**config.mk**
```make
export PLATFORM = sky130hd
export DESIGN_NAME = greedy_text_justifier_top
export DESIGN_NICKNAME = d
export VERILOG_FILES = /design/src/hdl/gtj_pkg.sv /design/src/hdl/greedy_text_justifier_top.sv /design/src/hdl/gtj_ram.sv /design/src/hdl/gtj_div.sv /design/src/hdl/gtj_front.sv /design/src/hdl/gtj_fifo.sv /design/src/hdl/gtj_back.sv
export SDC_FILE = /design/constraint.sdc
export NUM_CORES = 1
export LEC_CHECK = 0
export ABC_AREA = 1
export BUFFER_PORTS_ARGS = -buffer_cell sky130_fd_sc_hd__buf_2
export CORE_UTILIZATION = 30
export CTS_CLUSTER_DIAMETER = 200
export DETAILED_ROUTE_END_ITERATION = 6
export PLACE_DENSITY = 0.43
export SLEW_MARGIN = 20
export SYNTH_ARGS = -nofsm -noshare
export SYNTH_HDL_FRONTEND = slang
export SYNTH_SLANG_ARGS = --single-unit
```
**constraint.sdc**
```tcl
create_clock -name aclk -period 10.5 [get_ports aclk]
set_input_delay 0.525 -clock aclk [delete_from_list [all_inputs] [get_ports aclk]]
set_output_delay 0.525 -clock aclk [all_outputs]
set_load 0.02 [all_outputs]
```
**src/hdl/gtj_pkg.sv**
```systemverilog
package gtj_pkg;

    localparam int WORD_W = 5;
    localparam int LW_W   = 6;
    localparam int SP_W   = 6;
    localparam int SUM_W  = 7;
    localparam int CALC_W = 9;

    localparam logic [LW_W-1:0] LW_RESET = 6'd16;

    typedef struct packed {
        logic [WORD_W-1:0] len;
        logic              pre;    // full flush of the pending line first
        logic              long;   // overlong word, alone on its line
        logic              store;  // append word to pending line
        logic              post;   // full flush after the append
        logic              fin;    // final flush, single spaces
    } cmd_t;

endpackage

```
**src/hdl/greedy_text_justifier_top.sv**
```systemverilog
// channel  | dir | tdata                                   | tuser    | tlast
// s_       | in  | [4:0] word_length                       | -        | final_word
// m_       | out | [4:0] out_word_length, [10:5] spaces   | line_end | run_last
// cfg_wr   | in  | cfg_wr_data = line_width, no handshake  | -        | -
//
// A word that starts no line passes the front end and the command queue and is then written to the word store.
// A full line runs the gap divider (spare state, then divide), then reads each word
// from the store and loads it into the output register; the final line skips the divider.
// Reset clears control state; line_width returns to 16. No clearing pass.
// A 2-entry command queue lets the input run on while m_tready is low.
module greedy_text_justifier_top #(
    parameter int MAX_WORDS_PER_LINE = 32
) (
    input  logic        aclk,
    input  logic        aresetn,
    input  logic        cfg_wr_en,
    input  logic [5:0]  cfg_wr_data,
    input  logic        s_tvalid,
    output logic        s_tready,
    input  logic [7:0]  s_tdata,   // [4:0] word_length, [7:5] zero
    input  logic        s_tlast,
    output logic        m_tvalid,
    input  logic        m_tready,
    output logic [15:0] m_tdata,   // [4:0] out_word_length, [10:5] spaces_after, [15:11] zero
    output logic        m_tuser,   // [0] line_end
    output logic        m_tlast
);
    import gtj_pkg::*;

    logic [LW_W-1:0]   line_width_reg, line_width_next;
    logic              q_push, q_full, q_pop, q_valid;
    cmd_t              push_cmd, pop_cmd;
    logic [WORD_W-1:0] out_len;
    logic [SP_W-1:0]   out_spaces;

    assign line_width_next = cfg_wr_en ? cfg_wr_data : line_width_reg;

    always_ff @(posedge aclk) begin
        if (!aresetn) begin
            line_width_reg <= LW_RESET;
        end else begin
            line_width_reg <= line_width_next;
        end
    end

    gtj_front #(.MAX_WORDS(MAX_WORDS_PER_LINE)) u_front (
        .aclk       (aclk),
        .aresetn    (aresetn),
        .line_width (line_width_reg),
        .in_valid   (s_tvalid),
        .in_ready   (s_tready),
        .in_len     (s_tdata[WORD_W-1:0]),
        .in_fin     (s_tlast),
        .q_full     (q_full),
        .q_push     (q_push),
        .q_cmd      (push_cmd)
    );

    gtj_fifo u_fifo (
        .aclk      (aclk),
        .aresetn   (aresetn),
        .push      (q_push),
        .push_cmd  (push_cmd),
        .full      (q_full),
        .pop       (q_pop),
        .not_empty (q_valid),
        .pop_cmd   (pop_cmd)
    );

    gtj_back #(.MAX_WORDS(MAX_WORDS_PER_LINE)) u_back (
        .aclk       (aclk),
        .aresetn    (aresetn),
        .line_width (line_width_reg),
        .q_valid    (q_valid),
        .q_cmd      (pop_cmd),
        .q_pop      (q_pop),
        .out_valid  (m_tvalid),
        .out_ready  (m_tready),
        .out_len    (out_len),
        .out_spaces (out_spaces),
        .out_end    (m_tuser),
        .out_last   (m_tlast)
    );

    assign m_tdata = {5'd0, out_spaces, out_len};
endmodule

```
**src/hdl/gtj_ram.sv**
```systemverilog
module gtj_ram #(
    parameter int DATA_W = 8,
    parameter int DEPTH  = 32
) (
    input  logic                     aclk,
    input  logic                     we,
    input  logic [$clog2(DEPTH)-1:0] waddr,
    input  logic [DATA_W-1:0]        wdata,
    input  logic [$clog2(DEPTH)-1:0] raddr,
    output logic [DATA_W-1:0]        rdata
);
    logic [DATA_W-1:0] mem [DEPTH];
    logic [DATA_W-1:0] rdata_reg;

    always_ff @(posedge aclk) begin
        if (we) begin
            mem[waddr] <= wdata;
        end
        rdata_reg <= mem[raddr];
    end

    assign rdata = rdata_reg;
endmodule

```
**src/hdl/gtj_div.sv**
```systemverilog
module gtj_div #(
    parameter int W = 6
) (
    input  logic         aclk,
    input  logic         aresetn,
    input  logic         start,
    input  logic [W-1:0] dividend,
    input  logic [W-1:0] divisor,
    output logic         done,
    output logic [W-1:0] quotient,
    output logic [W-1:0] remainder
);
    localparam int STEP_W = $clog2(W + 1);

    logic              busy_reg, busy_next;
    logic              done_reg, done_next;
    logic [STEP_W-1:0] step_reg, step_next;
    logic [W-1:0]      rem_reg, rem_next;
    logic [W-1:0]      quo_reg, quo_next;
    logic [W-1:0]      dsr_reg, dsr_next;
    logic [W:0]        trial;

    always_comb begin
        busy_next = busy_reg;
        done_next = 1'b0;
        step_next = step_reg;
        rem_next  = rem_reg;
        quo_next  = quo_reg;
        dsr_next  = dsr_reg;
        trial     = {rem_reg, quo_reg[W-1]};
        if (start) begin
            busy_next = 1'b1;
            step_next = STEP_W'(W);
            rem_next  = '0;
            quo_next  = dividend;
            dsr_next  = divisor;
        end else if (busy_reg) begin
            if (trial >= {1'b0, dsr_reg}) begin
                rem_next = W'(trial - {1'b0, dsr_reg});
                quo_next = {quo_reg[W-2:0], 1'b1};
            end else begin
                rem_next = trial[W-1:0];
                quo_next = {quo_reg[W-2:0], 1'b0};
            end
            step_next = step_reg - STEP_W'(1);
            if (step_reg == STEP_W'(1)) begin
                busy_next = 1'b0;
                done_next = 1'b1;
            end
        end
    end

    always_ff @(posedge aclk) begin
        if (!aresetn) begin
            busy_reg <= 1'b0;
            done_reg <= 1'b0;
            step_reg <= '0;
        end else begin
            busy_reg <= busy_next;
            done_reg <= done_next;
            step_reg <= step_next;
        end
        rem_reg <= rem_next;
        quo_reg <= quo_next;
        dsr_reg <= dsr_next;
    end

    assign done      = done_reg;
    assign quotient  = quo_reg;
    assign remainder = rem_reg;
endmodule

```
**src/hdl/gtj_front.sv**
```systemverilog
module gtj_front #(
    parameter int MAX_WORDS = 32
) (
    input  logic                      aclk,
    input  logic                      aresetn,
    input  logic [gtj_pkg::LW_W-1:0]  line_width,
    input  logic                      in_valid,
    output logic                      in_ready,
    input  logic [gtj_pkg::WORD_W-1:0] in_len,
    input  logic                      in_fin,
    input  logic                      q_full,
    output logic                      q_push,
    output gtj_pkg::cmd_t             q_cmd
);
    import gtj_pkg::*;

    localparam int CNT_W = $clog2(MAX_WORDS + 1);

    logic [CNT_W-1:0]  cnt_reg, cnt_next;
    logic [SUM_W-1:0]  sum_reg, sum_next;
    logic [CALC_W-1:0] c1, s1, c2, s2, w_ext;
    logic              flush;
    cmd_t              cmd;

    assign in_ready = !q_full;
    assign q_push   = in_valid && !q_full;
    assign w_ext    = CALC_W'(line_width);

    always_comb begin
        cmd       = '0;
        cmd.len   = in_len;
        cnt_next  = cnt_reg;
        sum_next  = sum_reg;
        c1        = CALC_W'(cnt_reg);
        s1        = CALC_W'(sum_reg);
        c2        = c1;
        s2        = s1;
        flush     = 1'b0;
        if (in_len != '0) begin
            if (CALC_W'(in_len) > w_ext) begin
                cmd.pre  = (cnt_reg != '0);
                cmd.long = 1'b1;
                c2       = '0;
                s2       = '0;
            end else begin
                flush = (c1 >= CALC_W'(MAX_WORDS)) ||
                        ((cnt_reg != '0) && (s1 + c1 + CALC_W'(in_len) > w_ext));
                cmd.pre   = flush;
                cmd.store = 1'b1;
                if (flush) begin
                    c1 = '0;
                    s1 = '0;
                end
                c2 = c1 + CALC_W'(1);
                s2 = s1 + CALC_W'(in_len);
                if (s2 + c2 - CALC_W'(1) == w_ext) begin
                    cmd.post = 1'b1;
                    c2       = '0;
                    s2       = '0;
                end
            end
        end
        if (in_fin) begin
            cmd.fin = (c2 != '0);
            c2      = '0;
            s2      = '0;
        end
        if (q_push) begin
            cnt_next = c2[CNT_W-1:0];
            sum_next = s2[SUM_W-1:0];
        end
    end

    assign q_cmd = cmd;

    always_ff @(posedge aclk) begin
        if (!aresetn) begin
            cnt_reg <= '0;
            sum_reg <= '0;
        end else begin
            cnt_reg <= cnt_next;
            sum_reg <= sum_next;
        end
    end
endmodule

```
**src/hdl/gtj_fifo.sv**
```systemverilog
module gtj_fifo (
    input  logic          aclk,
    input  logic          aresetn,
    input  logic          push,
    input  gtj_pkg::cmd_t push_cmd,
    output logic          full,
    input  logic          pop,
    output logic          not_empty,
    output gtj_pkg::cmd_t pop_cmd
);
    import gtj_pkg::*;

    cmd_t       slot_reg [2];
    logic       wptr_reg, wptr_next;
    logic       rptr_reg, rptr_next;
    logic [1:0] fill_reg, fill_next;

    assign full      = (fill_reg == 2'd2);
    assign not_empty = (fill_reg != 2'd0);
    assign pop_cmd   = slot_reg[rptr_reg];

    always_comb begin
        wptr_next = wptr_reg;
        rptr_next = rptr_reg;
        fill_next = fill_reg;
        if (push) begin
            wptr_next = !wptr_reg;
        end
        if (pop) begin
            rptr_next = !rptr_reg;
        end
        if (push && !pop) begin
            fill_next = fill_reg + 2'd1;
        end else if (pop && !push) begin
            fill_next = fill_reg - 2'd1;
        end
    end

    always_ff @(posedge aclk) begin
        if (!aresetn) begin
            wptr_reg <= 1'b0;
            rptr_reg <= 1'b0;
            fill_reg <= 2'd0;
        end else begin
            wptr_reg <= wptr_next;
            rptr_reg <= rptr_next;
            fill_reg <= fill_next;
        end
        if (push) begin
            slot_reg[wptr_reg] <= push_cmd;
        end
    end
endmodule

```
**src/hdl/gtj_back.sv**
```systemverilog
module gtj_back #(
    parameter int MAX_WORDS = 32
) (
    input  logic                       aclk,
    input  logic                       aresetn,
    input  logic [gtj_pkg::LW_W-1:0]   line_width,
    input  logic                       q_valid,
    input  gtj_pkg::cmd_t              q_cmd,
    output logic                       q_pop,
    output logic                       out_valid,
    input  logic                       out_ready,
    output logic [gtj_pkg::WORD_W-1:0] out_len,
    output logic [gtj_pkg::SP_W-1:0]   out_spaces,
    output logic                       out_end,
    output logic                       out_last
);
    import gtj_pkg::*;

    localparam int CNT_W = $clog2(MAX_WORDS + 1);
    localparam int AW    = $clog2(MAX_WORDS);
    localparam int DIV_W = (CNT_W > LW_W) ? CNT_W : LW_W;

    localparam logic [2:0] S_IDLE  = 3'd0;
    localparam logic [2:0] S_DISP  = 3'd1;
    localparam logic [2:0] S_SPARE = 3'd2;
    localparam logic [2:0] S_DIV   = 3'd3;
    localparam logic [2:0] S_RD    = 3'd4;
    localparam logic [2:0] S_WR    = 3'd5;
    localparam logic [2:0] S_LONG  = 3'd6;

    logic [2:0]        state_reg, state_next;
    cmd_t              cmd_reg, cmd_next;
    logic [CNT_W-1:0]  cnt_reg, cnt_next;
    logic [SUM_W-1:0]  sum_reg, sum_next;
    logic [AW-1:0]     idx_reg, idx_next;
    logic [DIV_W-1:0]  q_reg, q_next;
    logic [DIV_W-1:0]  r_reg, r_next;
    logic              fin_mode_reg, fin_mode_next;
    logic              ph_last_reg, ph_last_next;
    logic              ov_reg, ov_next;
    logic [WORD_W-1:0] olen_reg, olen_next;
    logic [SP_W-1:0]   osp_reg, osp_next;
    logic              oend_reg, oend_next;
    logic              olast_reg, olast_next;

    logic              ram_we;
    logic [WORD_W-1:0] ram_rdata;
    logic              div_start, div_done;
    logic [DIV_W-1:0]  div_q, div_r;
    logic [DIV_W-1:0]  spare, gaps;
    logic [SUM_W-1:0]  w_ext;
    logic              slot_free, last_word;

    gtj_ram #(.DATA_W(WORD_W), .DEPTH(MAX_WORDS)) u_store (
        .aclk  (aclk),
        .we    (ram_we),
        .waddr (cnt_reg[AW-1:0]),
        .wdata (cmd_reg.len),
        .raddr (idx_reg),
        .rdata (ram_rdata)
    );

    gtj_div #(.W(DIV_W)) u_div (
        .aclk      (aclk),
        .aresetn   (aresetn),
        .start     (div_start),
        .dividend  (spare),
        .divisor   (gaps),
        .done      (div_done),
        .quotient  (div_q),
        .remainder (div_r)
    );

    assign w_ext     = SUM_W'(line_width);
    assign gaps      = DIV_W'(cnt_reg - CNT_W'(1));
    assign slot_free = !ov_reg || out_ready;
    assign last_word = (CNT_W'(idx_reg) + CNT_W'(1)) == cnt_reg;

    always_comb begin
        spare = (w_ext >= sum_reg) ? DIV_W'(w_ext - sum_reg) : '0;
        if (spare < gaps) begin
            spare = gaps;
        end
    end

    always_comb begin
        state_next    = state_reg;
        cmd_next      = cmd_reg;
        cnt_next      = cnt_reg;
        sum_next      = sum_reg;
        idx_next      = idx_reg;
        q_next        = q_reg;
        r_next        = r_reg;
        fin_mode_next = fin_mode_reg;
        ph_last_next  = ph_last_reg;
        ov_next       = ov_reg && !out_ready;
        olen_next     = olen_reg;
        osp_next      = osp_reg;
        oend_next     = oend_reg;
        olast_next    = olast_reg;
        ram_we        = 1'b0;
        div_start     = 1'b0;
        q_pop         = 1'b0;

        unique case (state_reg)
            S_IDLE: begin
                if (q_valid) begin
                    q_pop      = 1'b1;
                    cmd_next   = q_cmd;
                    state_next = S_DISP;
                end
            end
            S_DISP: begin
                idx_next = '0;
                priority if (cmd_reg.pre) begin
                    cmd_next.pre  = 1'b0;
                    fin_mode_next = 1'b0;
                    ph_last_next  = !(cmd_reg.long || cmd_reg.post || cmd_reg.fin);
                    state_next    = S_SPARE;
                end else if (cmd_reg.long) begin
                    cmd_next.long = 1'b0;
                    ph_last_next  = !(cmd_reg.post || cmd_reg.fin);
                    state_next    = S_LONG;
                end else if (cmd_reg.store) begin
                    cmd_next.store = 1'b0;
                    ram_we         = 1'b1;
                    cnt_next       = cnt_reg + CNT_W'(1);
                    sum_next       = sum_reg + SUM_W'(cmd_reg.len);
                end else if (cmd_reg.post) begin
                    cmd_next.post = 1'b0;
                    fin_mode_next = 1'b0;
                    ph_last_next  = !cmd_reg.fin;
                    state_next    = S_SPARE;
                end else if (cmd_reg.fin) begin
                    cmd_next.fin  = 1'b0;
                    fin_mode_next = 1'b1;
                    ph_last_next  = 1'b1;
                    state_next    = S_RD;
                end else begin
                    state_next = S_IDLE;
                end
            end
            S_SPARE: begin
                if (gaps == '0) begin
                    q_next     = '0;
                    r_next     = '0;
                    state_next = S_RD;
                end else begin
                    div_start  = 1'b1;
                    state_next = S_DIV;
                end
            end
            S_DIV: begin
                if (div_done) begin
                    q_next     = div_q;
                    r_next     = div_r;
                    state_next = S_RD;
                end
            end
            S_RD: begin
                state_next = S_WR;
            end
            S_WR: begin
                if (slot_free) begin
                    ov_next    = 1'b1;
                    olen_next  = ram_rdata;
                    oend_next  = last_word;
                    olast_next = last_word && ph_last_reg;
                    priority if (last_word) begin
                        osp_next = '0;
                    end else if (fin_mode_reg) begin
                        osp_next = SP_W'(1);
                    end else if (DIV_W'(idx_reg) < r_reg) begin
                        osp_next = SP_W'(q_reg + DIV_W'(1));
                    end else begin
                        osp_next = SP_W'(q_reg);
                    end
                    if (last_word) begin
                        cnt_next   = '0;
                        sum_next   = '0;
                        state_next = S_DISP;
                    end else begin
                        idx_next   = idx_reg + AW'(1);
                        state_next = S_RD;
                    end
                end
            end
            S_LONG: begin
                if (slot_free) begin
                    ov_next    = 1'b1;
                    olen_next  = cmd_reg.len;
                    osp_next   = '0;
                    oend_next  = 1'b1;
                    olast_next = ph_last_reg;
                    state_next = S_DISP;
                end
            end
            default: begin
                state_next = S_IDLE;
            end
        endcase
    end

    always_ff @(posedge aclk) begin
        if (!aresetn) begin
            state_reg    <= S_IDLE;
            cmd_reg      <= '0;
            cnt_reg      <= '0;
            sum_reg      <= '0;
            idx_reg      <= '0;
            fin_mode_reg <= 1'b0;
            ph_last_reg  <= 1'b0;
            ov_reg       <= 1'b0;
        end else begin
            state_reg    <= state_next;
            cmd_reg      <= cmd_next;
            cnt_reg      <= cnt_next;
            sum_reg      <= sum_next;
            idx_reg      <= idx_next;
            fin_mode_reg <= fin_mode_next;
            ph_last_reg  <= ph_last_next;
            ov_reg       <= ov_next;
        end
        q_reg     <= q_next;
        r_reg     <= r_next;
        olen_reg  <= olen_next;
        osp_reg   <= osp_next;
        oend_reg  <= oend_next;
        olast_reg <= olast_next;
    end

    assign out_valid  = ov_reg;
    assign out_len    = olen_reg;
    assign out_spaces = osp_reg;
    assign out_end    = oend_reg;
    assign out_last   = olast_reg;
endmodule

```
==> results of run 1 <==
==> stage by stage <==
stage / power [mW] / utilization (%) / cell area (um^2)
floorplan: 2.15 / - / 14600
global placement: 2.41 / 32.2 / 15400
detailed placement: 2.43 / 32.2 / 15400
CTS: 3.66 / 34.6 / 16600
global route: 3.83 / 34.6 / 16600
finish: 3.60 / 34.6 / 16600
==> where the power goes <==
group	leakage [nW]	total, mW	internal, mW	switching [mW]
Combinational	3.22	0.893	0.292	0.601
Clock	0.565	1.21	0.703	0.509
Sequential	2.60	1.50	1.42	0.0735
==> layer usage <==
metal | up-vias | wire, um
met5 | - | 0
met4 | 0 | 1000
met3 | 60 | 1480
met2 | 172 | 17800
met1 | 4950 | 17500
li1 | 5292 | -
==> cell families (layout without fill, tap and decap cells) <==
logic type | count (synthesis) | after routing | synth area share (%)
and+or+nand+nor | 503 | 503 | 14.7
DFF | 291 | 291 | 54.7
AOI/OAI and AO/OA | 347 | 347 | 13.9
adders and majority gates | 86 | 86 | 7.72
muxes | 3 | 3 | 0.223
other | 2 | 6 | 0.0514
xor gates and xnor gates | 37 | 37 | 2.22
buffers and inverters | 242 | 298 | 6.47
==> final timing paths <==
kind,slack (ps),to,start
setup / recovery,3390,u_fifo.slot_reg[0][0],u_front.cnt_reg[0]
hold reg to reg,460,u_fifo.rptr_reg,u_fifo.rptr_reg
hold / removal,200,line_width_reg[4],cfg_wr_data[4]
setup reg to reg,3390,u_fifo.slot_reg[0][0],u_front.cnt_reg[0]
==> worst reg2reg max path, delay by kind of cell, from the launching register on <==
kind / cells / cell delay, ps
AOI/OAI and AO/OA: 5 / 760
xor gates and xnor gates: 4 / 670
adders and majority gates: 9 / 2750
buffers and inverters: 3 / 200
DFF: 1 / 390
and+or+nand+nor: 16 / 2070
==> cell type report <==
class                   count  area, um^2  share of cell area (%)
flip-flops and latches    291        8000                    48.3
multi-input cells         982        5680                    34.3
clock buffers              45         955                    5.76
well taps                 615         769                    4.65
inverters                 185         694                    4.19
repair buffers             47         275                    1.66
clock inverters            21         188                    1.13
==> synthesized netlist by cell type (5+ instances only) <==
master	n	share of area, %
a211oi_1	8	0.41
a21oi_1	94	3.2
a31oi_1	13	0.56
buf_2	6	0.21
buf_4	6	0.31
clkbuf_1	41	1.1
dfxtp_1	74	10
edfxtp_1	217	45
fa_1	7	0.96
ha_1	79	6.8
inv_1	178	4.6
inv_2	6	0.15
nand2_1	166	4.3
nand2_2	7	0.30
nand3_1	47	1.6
nand4_1	13	0.56
nor2_1	227	5.8
nor2_2	5	0.21
nor3_1	9	0.31
nor4_1	6	0.26
o21ai_0	144	4.9
o21ai_1	8	0.27
o221ai_1	34	2.0
o22ai_1	12	0.51
or2_2	7	0.30
xnor2_1	15	0.90
xor2_1	22	1.3
==> results.sh, run 1 <==
export IMPL_synth_cells=1511
export IMPL_power_density_mw_per_mm2=217
export IMPL_cts_made_buffers=36
export IMPL_globalRouteMet1Util_pct=20.2
export IMPL_synthArstFlopShare_pct=0
export IMPL_outcome="finished clean"
export IMPL_crit_path_frequent_cell="ha_1"
export IMPL_synth_edf_count=217
export IMPL_fillers=4909
export IMPL_routed_wl_mm=37.8
export IMPL_grt_pass1_wl_mm=59.3
export IMPL_critical_path_top_delay_family="adder cells"
export IMPL_fin_cells=2186
export IMPL_netlist_area_mm2=0.0146
export IMPL_largest_reg_flops=160
export IMPL_io_pins=40
export IMPL_hold_buffers=0
export IMPL_start_util_pct=30.5
export IMPL_syn_area_per_cell_um2=9.67
export IMPL_synth_seq_cells=291
export IMPL_routabilityCongestion=0.803
export IMPL_crit_slowest_cell="fa_1"
export IMPL_drv_slew=0
export IMPL_grt_max_degree=60
export IMPL_cts_setup_buffers=0
export IMPL_fmaxAchievable_mhz=141
export IMPL_cts_max_level=2
export IMPL_hold_ws_ps=199
export IMPL_num_vias=10500
export IMPL_worstHoldPathType="in2reg"
export IMPL_antenna_found_initial=0
export IMPL_clock_latency_ps=560
export IMPL_grtUsageMet3_pct=2.78
export IMPL_io_buffers=31
export IMPL_dieArea_mm2=0.0496
export IMPL_grt_busiest_layer="met2"
export IMPL_vias_per_cell=4.79
export IMPL_leakage_nw=6.39
export IMPL_pre_cts_slack_ps=3330
export IMPL_placementRows=80
export IMPL_cts_buffer_depth=3
export IMPL_fin_crit_ps=7110
export IMPL_finalHoldViolCount=0
export IMPL_crit_arrival_ps=7400
export IMPL_ys_seq_area_share_pct=54.7
export IMPL_fp_dieH_um=223
export IMPL_die_width_um=223
export IMPL_rsz0062_at_grt="false"
export IMPL_clock_skew_ps=19.6
export IMPL_clkTransAtPathRegs_ps=60
export IMPL_path_max_fanout=12
export IMPL_dpl_hpwl_mm=25.4
export IMPL_path_class="reg2reg"
export IMPL_setup_viol=0
export IMPL_wl_per_cell_um=17.3
export IMPL_nets=1649
export IMPL_tightest_slew_ps=933
export IMPL_fin_tns_setup_ps=0
export IMPL_drive_gt1_share_pct=9.17
export IMPL_yosys_warnings=0
export IMPL_grtUsageMet2_pct=25.6
export IMPL_max_stage_delay_ps=480
export IMPL_rr_worst_depth=37
export IMPL_final_cell_mix="227 x nor2_1, 217 x edfxtp_1, 177 x inv_1, 166 x nand2_1, 144 x o21ai_0"
export IMPL_path_buf_inv=3
export IMPL_drc=0
export IMPL_layout_commonest_cell="nor2_1"
export IMPL_cts_sinks=291
export IMPL_cp_required_ps=10790
export IMPL_cts_tree="yes"
export IMPL_syn_to_final_growth_pct=13.4
export IMPL_gr_total_overflow=0
export IMPL_clock_root_buffer="clkbuf_16"
export IMPL_first_pass_iters=5
export IMPL_yosys_most_used_dff="edfxtp_1"
export IMPL_grt_usage_pct=15.4
export IMPL_relSlewSlack_pct=37.6
export IMPL_grt_pass1_vias=10300
export IMPL_cap_violations=0
export IMPL_antenna_left=0
export IMPL_ctsResizeCount=0
export IMPL_synthDistinctLibCells=57
export IMPL_timing_critical_path_from_type="flop"
export IMPL_antenna_cells=0
export IMPL_finalCritPeriodShare_pct=67.7
export IMPL_dp_cells=2120
export IMPL_core_area_mm2=0.0478
export IMPL_drt_iter0_markers=556
export IMPL_cp_depth=37
export IMPL_fin_ws_ps=3390
export IMPL_irDropWorstVdd_uv=109
export IMPL_holdPathStages=3
export IMPL_cp_end_kind="flop"
No activity file was read; power rests on OpenSTA's default activity.
==> run 2, diff against run 1 <==
Settings changed: PLACE_DENSITY 0.43 to 0.45.
Clock period 10.5 ns to 6.1 ns, I/O delays scaled along.
==> results.sh, run 2 (same netlist as run 1, synthesis figures left out) <==
export IMPL_outcome="finished with violations"
export IMPL_violations="negative setup slack"
export IMPL_antenna_cells=0
export IMPL_cts_max_level=2
export IMPL_crit_arrival_ps=6660
export IMPL_cap_violations=0
export IMPL_fmaxAchievable_mhz=157
export IMPL_fin_crit_ps=6370
export IMPL_finalHoldViolCount=0
export IMPL_fin_tns_setup_ps=-2450
export IMPL_antenna_found_initial=0
export IMPL_setup_viol=14
export IMPL_crit_slowest_cell="fa_2"
export IMPL_drv_slew=0
export IMPL_drive_gt1_share_pct=16.1
export IMPL_io_buffers=31
export IMPL_grt_usage_pct=15.7
export IMPL_cts_tree="yes"
export IMPL_path_max_fanout=8
export IMPL_wl_per_cell_um=17.2
export IMPL_power_density_mw_per_mm2=368
export IMPL_num_vias=10800
export IMPL_clock_latency_ps=540
export IMPL_cp_end_kind="flop"
export IMPL_cp_required_ps=6390
export IMPL_relSlewSlack_pct=38.1
export IMPL_dieArea_mm2=0.0496
export IMPL_leakage_nw=6.78
export IMPL_cts_made_buffers=36
export IMPL_layout_commonest_cell="nor2_1"
export IMPL_grt_max_degree=54
export IMPL_grt_pass1_wl_mm=60.6
export IMPL_io_pins=40
export IMPL_irDropWorstVdd_uv=180
export IMPL_placementRows=80
export IMPL_clock_skew_ps=15.1
export IMPL_p_total_mw=6.42
export IMPL_dpl_hpwl_mm=26.4
export IMPL_core_area_mm2=0.0478
export IMPL_start_util_pct=30.5
export IMPL_path_buf_inv=3
export IMPL_drt_iter0_markers=625
export IMPL_routed_wl_mm=38.8
export IMPL_critical_path_top_delay_family="adder cells"
export IMPL_tightest_slew_ps=928
export IMPL_nets=1715
export IMPL_path_class="reg2reg"
export IMPL_max_stage_delay_ps=580
export IMPL_drc=0
export IMPL_cts_buffer_depth=3
export IMPL_final_cell_mix="223 x nor2_1, 217 x edfxtp_1, 174 x inv_1, 153 x nand2_1, 141 x o21ai_0"
export IMPL_grt_pass1_vias=10500
export IMPL_fp_dieH_um=223
export IMPL_antenna_left=0
export IMPL_first_pass_iters=5
export IMPL_clock_root_buffer="clkbuf_16"
export IMPL_die_width_um=223
export IMPL_vias_per_cell=4.81
export IMPL_syn_to_final_growth_pct=19.5
export IMPL_pre_cts_slack_ps=-355
export IMPL_fin_ws_ps=-272
export IMPL_hold_ws_ps=56.9
export IMPL_timing_critical_path_from_type="flop"
export IMPL_fillers=4863
export IMPL_clkTransAtPathRegs_ps=60
export IMPL_gr_total_overflow=0
export IMPL_finalCritPeriodShare_pct=104
export IMPL_fin_util_pct=36.5
export IMPL_worstHoldPathType="in2reg"
export IMPL_largest_reg_flops=160
export IMPL_rsz0062_at_grt="true"
export IMPL_cts_sinks=291
export IMPL_routabilityCongestion=0.795
[run 2: worst min-delay path, delay by kind of cell]
kind                   cells  cell delay (ps)
buffers and inverters      1               70
AOI/OAI and AO/OA          2              180
[run 2: area by class of cell]
cell class	count	area [um^2]	area share (%)
clock buffers	50	1000	5.75
clock inverters	15	200	1.15
inverters	185	697	3.99
multi-input cells	982	6000	34.4
flip-flops and latches	291	8010	45.8
well taps	615	769	4.41
repair buffers	113	786	4.50
[run 2: where the power goes]
| part | internal, mW | switching [mW] | total [mW] |
|---|---|---|---|
| combinational | 0.581 | 1.09 | 1.67 |
| clock | 1.33 | 0.855 | 2.18 |
| sequential | 2.45 | 0.125 | 2.57 |
| total | 4.36 | 2.07 | 6.42 |
[run 2: timing repair]
action	CTS	global route
resized for setup	30	38
pin swaps	13	38
endpoints found under the hold margin	1	0
endpoints found under the setup margin	15	17
hold buffers	3	0
buffers inserted	6	9
[run 2: path summary, 6_finish.rpt]
| check | start | to | slack (ps) | cells after the start |
|---|---|---|---|---|
| worst max-delay path | u_front.sum_reg[0] | u_fifo.slot_reg[1][0] | -270 | 37 |
| worst max register to register | u_front.sum_reg[0] | u_fifo.slot_reg[1][0] | -270 | 37 |
| worst min register to register | u_fifo.rptr_reg | flop | 450 | 1 |
| worst min-delay path | cfg_wr_data[1] | line_width_reg[1] | 60 | 3 |
[run 2: metrics by stage]
stage               instances  cell area (um^2)
finish                   2251             17500
detailed placement       2171             15800
global placement         2171             15800
global route             2251             17500
floorplan                1515             14700
CTS                      2243             17200
[run 2: routing by layer]
metal | global-route usage, % | share of wire (%)
met1 | 20.6 | 46
met2 | 26.1 | 48
met3 | 2.25 | 3.6
met4 | 5.72 | 2.7
met5 | 0 | 0
==> run 3, diff against run 2 <==
Settings changed: PLACE_DENSITY 0.45 to 0.43.
Clock period 6.1 ns to 6.4 ns, I/O delays scaled along.
==> results.sh, run 3 (same netlist as run 1, synthesis figures left out) <==
export IMPL_clkTransAtPathRegs_ps=50
export IMPL_final_cell_mix="223 x nor2_1, 217 x edfxtp_1, 171 x inv_1, 155 x nand2_1, 141 x o21ai_0"
export IMPL_clock_skew_ps=17.0
export IMPL_fillers=4843
export IMPL_core_area_mm2=0.0478
export IMPL_io_buffers=31
export IMPL_antenna_left=0
export IMPL_grt_pass1_vias=10600
export IMPL_cts_made_buffers=37
export IMPL_path_class="reg2reg"
export IMPL_grt_pass1_wl_mm=61.1
export IMPL_cts_max_level=2
export IMPL_fin_crit_ps=6400
export IMPL_outcome="finished clean"
export IMPL_grt_max_degree=83
export IMPL_cts_sinks=291
export IMPL_leakage_nw=6.74
export IMPL_fp_dieH_um=223
export IMPL_timing_critical_path_from_type="flop"
export IMPL_gr_total_overflow=0
export IMPL_grtUsageMet3_pct=2.33
export IMPL_dpl_hpwl_mm=26.8
export IMPL_cp_end_kind="flop"
export IMPL_first_pass_iters=7
export IMPL_cts_buffer_depth=3
export IMPL_routed_wl_mm=39.7
export IMPL_tightest_slew_ps=943
export IMPL_num_vias=10800
export IMPL_die_width_um=223
export IMPL_fmaxAchievable_mhz=156
export IMPL_grtUsageMet2_pct=27.0
export IMPL_path_max_fanout=7
export IMPL_cap_violations=0
export IMPL_setup_viol=0
export IMPL_crit_slowest_cell="fa_2"
export IMPL_drc=0
export IMPL_cts_tree="yes"
export IMPL_antenna_found_initial=0
export IMPL_finalCritPeriodShare_pct=99.9
export IMPL_fin_tns_setup_ps=0
export IMPL_layout_commonest_cell="nor2_1"
export IMPL_antenna_cells=0
export IMPL_hold_ws_ps=84.0
export IMPL_dieArea_mm2=0.0496
export IMPL_grt_usage_pct=15.9
export IMPL_worstHoldPathType="in2reg"
export IMPL_nets=1706
export IMPL_grt_busiest_layer="met2"
export IMPL_rsz0062_at_grt="true"
export IMPL_placementRows=80
export IMPL_drive_gt1_share_pct=16.3
export IMPL_drt_iter0_markers=641
export IMPL_vias_per_cell=4.82
export IMPL_routabilityCongestion=0.817
export IMPL_globalRouteMet1Util_pct=20.6
export IMPL_irDropWorstVdd_uv=189
export IMPL_largest_reg_flops=160
export IMPL_fin_cells=2242
export IMPL_cp_required_ps=6690
export IMPL_power_density_mw_per_mm2=354
export IMPL_drv_slew=0
export IMPL_dp_cells=2166
export IMPL_finalHoldViolCount=0
export IMPL_relSlewSlack_pct=36.9
export IMPL_syn_to_final_growth_pct=19.8
export IMPL_max_stage_delay_ps=450
export IMPL_io_pins=40
export IMPL_clock_latency_ps=550
export IMPL_crit_arrival_ps=6690
export IMPL_wl_per_cell_um=17.7
export IMPL_start_util_pct=30.5
export IMPL_clock_root_buffer="clkbuf_16"
==> run 3: final cells by class <==
class,count,area [um^2],area share (%)
multi-input cells,982,6100,34.8
well taps,615,769,4.40
clock inverters,18,214,1.22
repair buffers,103,707,4.04
flip-flops and latches,291,8010,45.7
inverters,185,697,3.98
clock buffers,48,1020,5.82
==> run 3: through the flow <==
stage / instance area (um^2) / worst slack (ps) / power, mW / util (%)
after floorplan: 14600 / 112 / 3.53 / -
after CTS: 17200 / -73.9 / 6.19 / 35.9
after global routing: 17500 / -298 / 6.57 / 36.6
after global placement: 15800 / -275 / 3.99 / 32.9
final: 17500 / 4.36 / 6.19 / 36.6
after detailed placement: 15800 / -263 / 4.01 / 32.9
==> run 3: where the power goes <==
group / total, mW / switching, mW / internal [mW]
registers: 2.45 / 0.117 / 2.33
logic: 1.63 / 1.06 / 0.566
clock network: 2.11 / 0.822 / 1.29
total: 6.19 / 2.00 / 4.19
==> run 3: critical path: cells and delay by family, from the launching register on <==
kind	cells	cell delay, ps
AO/OA/AOI/OAI	8	1060
AND/OR/NAND/NOR	14	1590
adder cells (fa/ha/maj)	9	2500
XOR/XNOR	3	470
flip-flops	1	330
buffers and inverters	3	190
==> run 3: final timing paths <==
| check | slack [ps] | start | endpoint | depth (start not counted) |
|---|---|---|---|---|
| min | 80 | cfg_wr_data[2] | line_width_reg[2] | 3 |
| max | 4 | u_front.sum_reg[0] | u_fifo.slot_reg[0][0] | 37 |
| max reg2reg | 4 | u_front.sum_reg[0] | u_fifo.slot_reg[0][0] | 37 |
| min reg2reg | 450 | u_fifo.rptr_reg | u_fifo.rptr_reg | 1 |
==> run 3: metal layers <==
layer	wire length, um	up-vias
li1	-	5410
met1	18100	5156
met2	19100	173
met3	1400	67
met4	1050	0
met5	0	-
==> run 3: timing repair <==
item	in CTS	in global routing
setup endpoints to repair	15	17
hold buffers	3	0
hold endpoints to repair	1	0
setup buffers	2	5
pin swaps	20	50
gates resized for setup	31	59
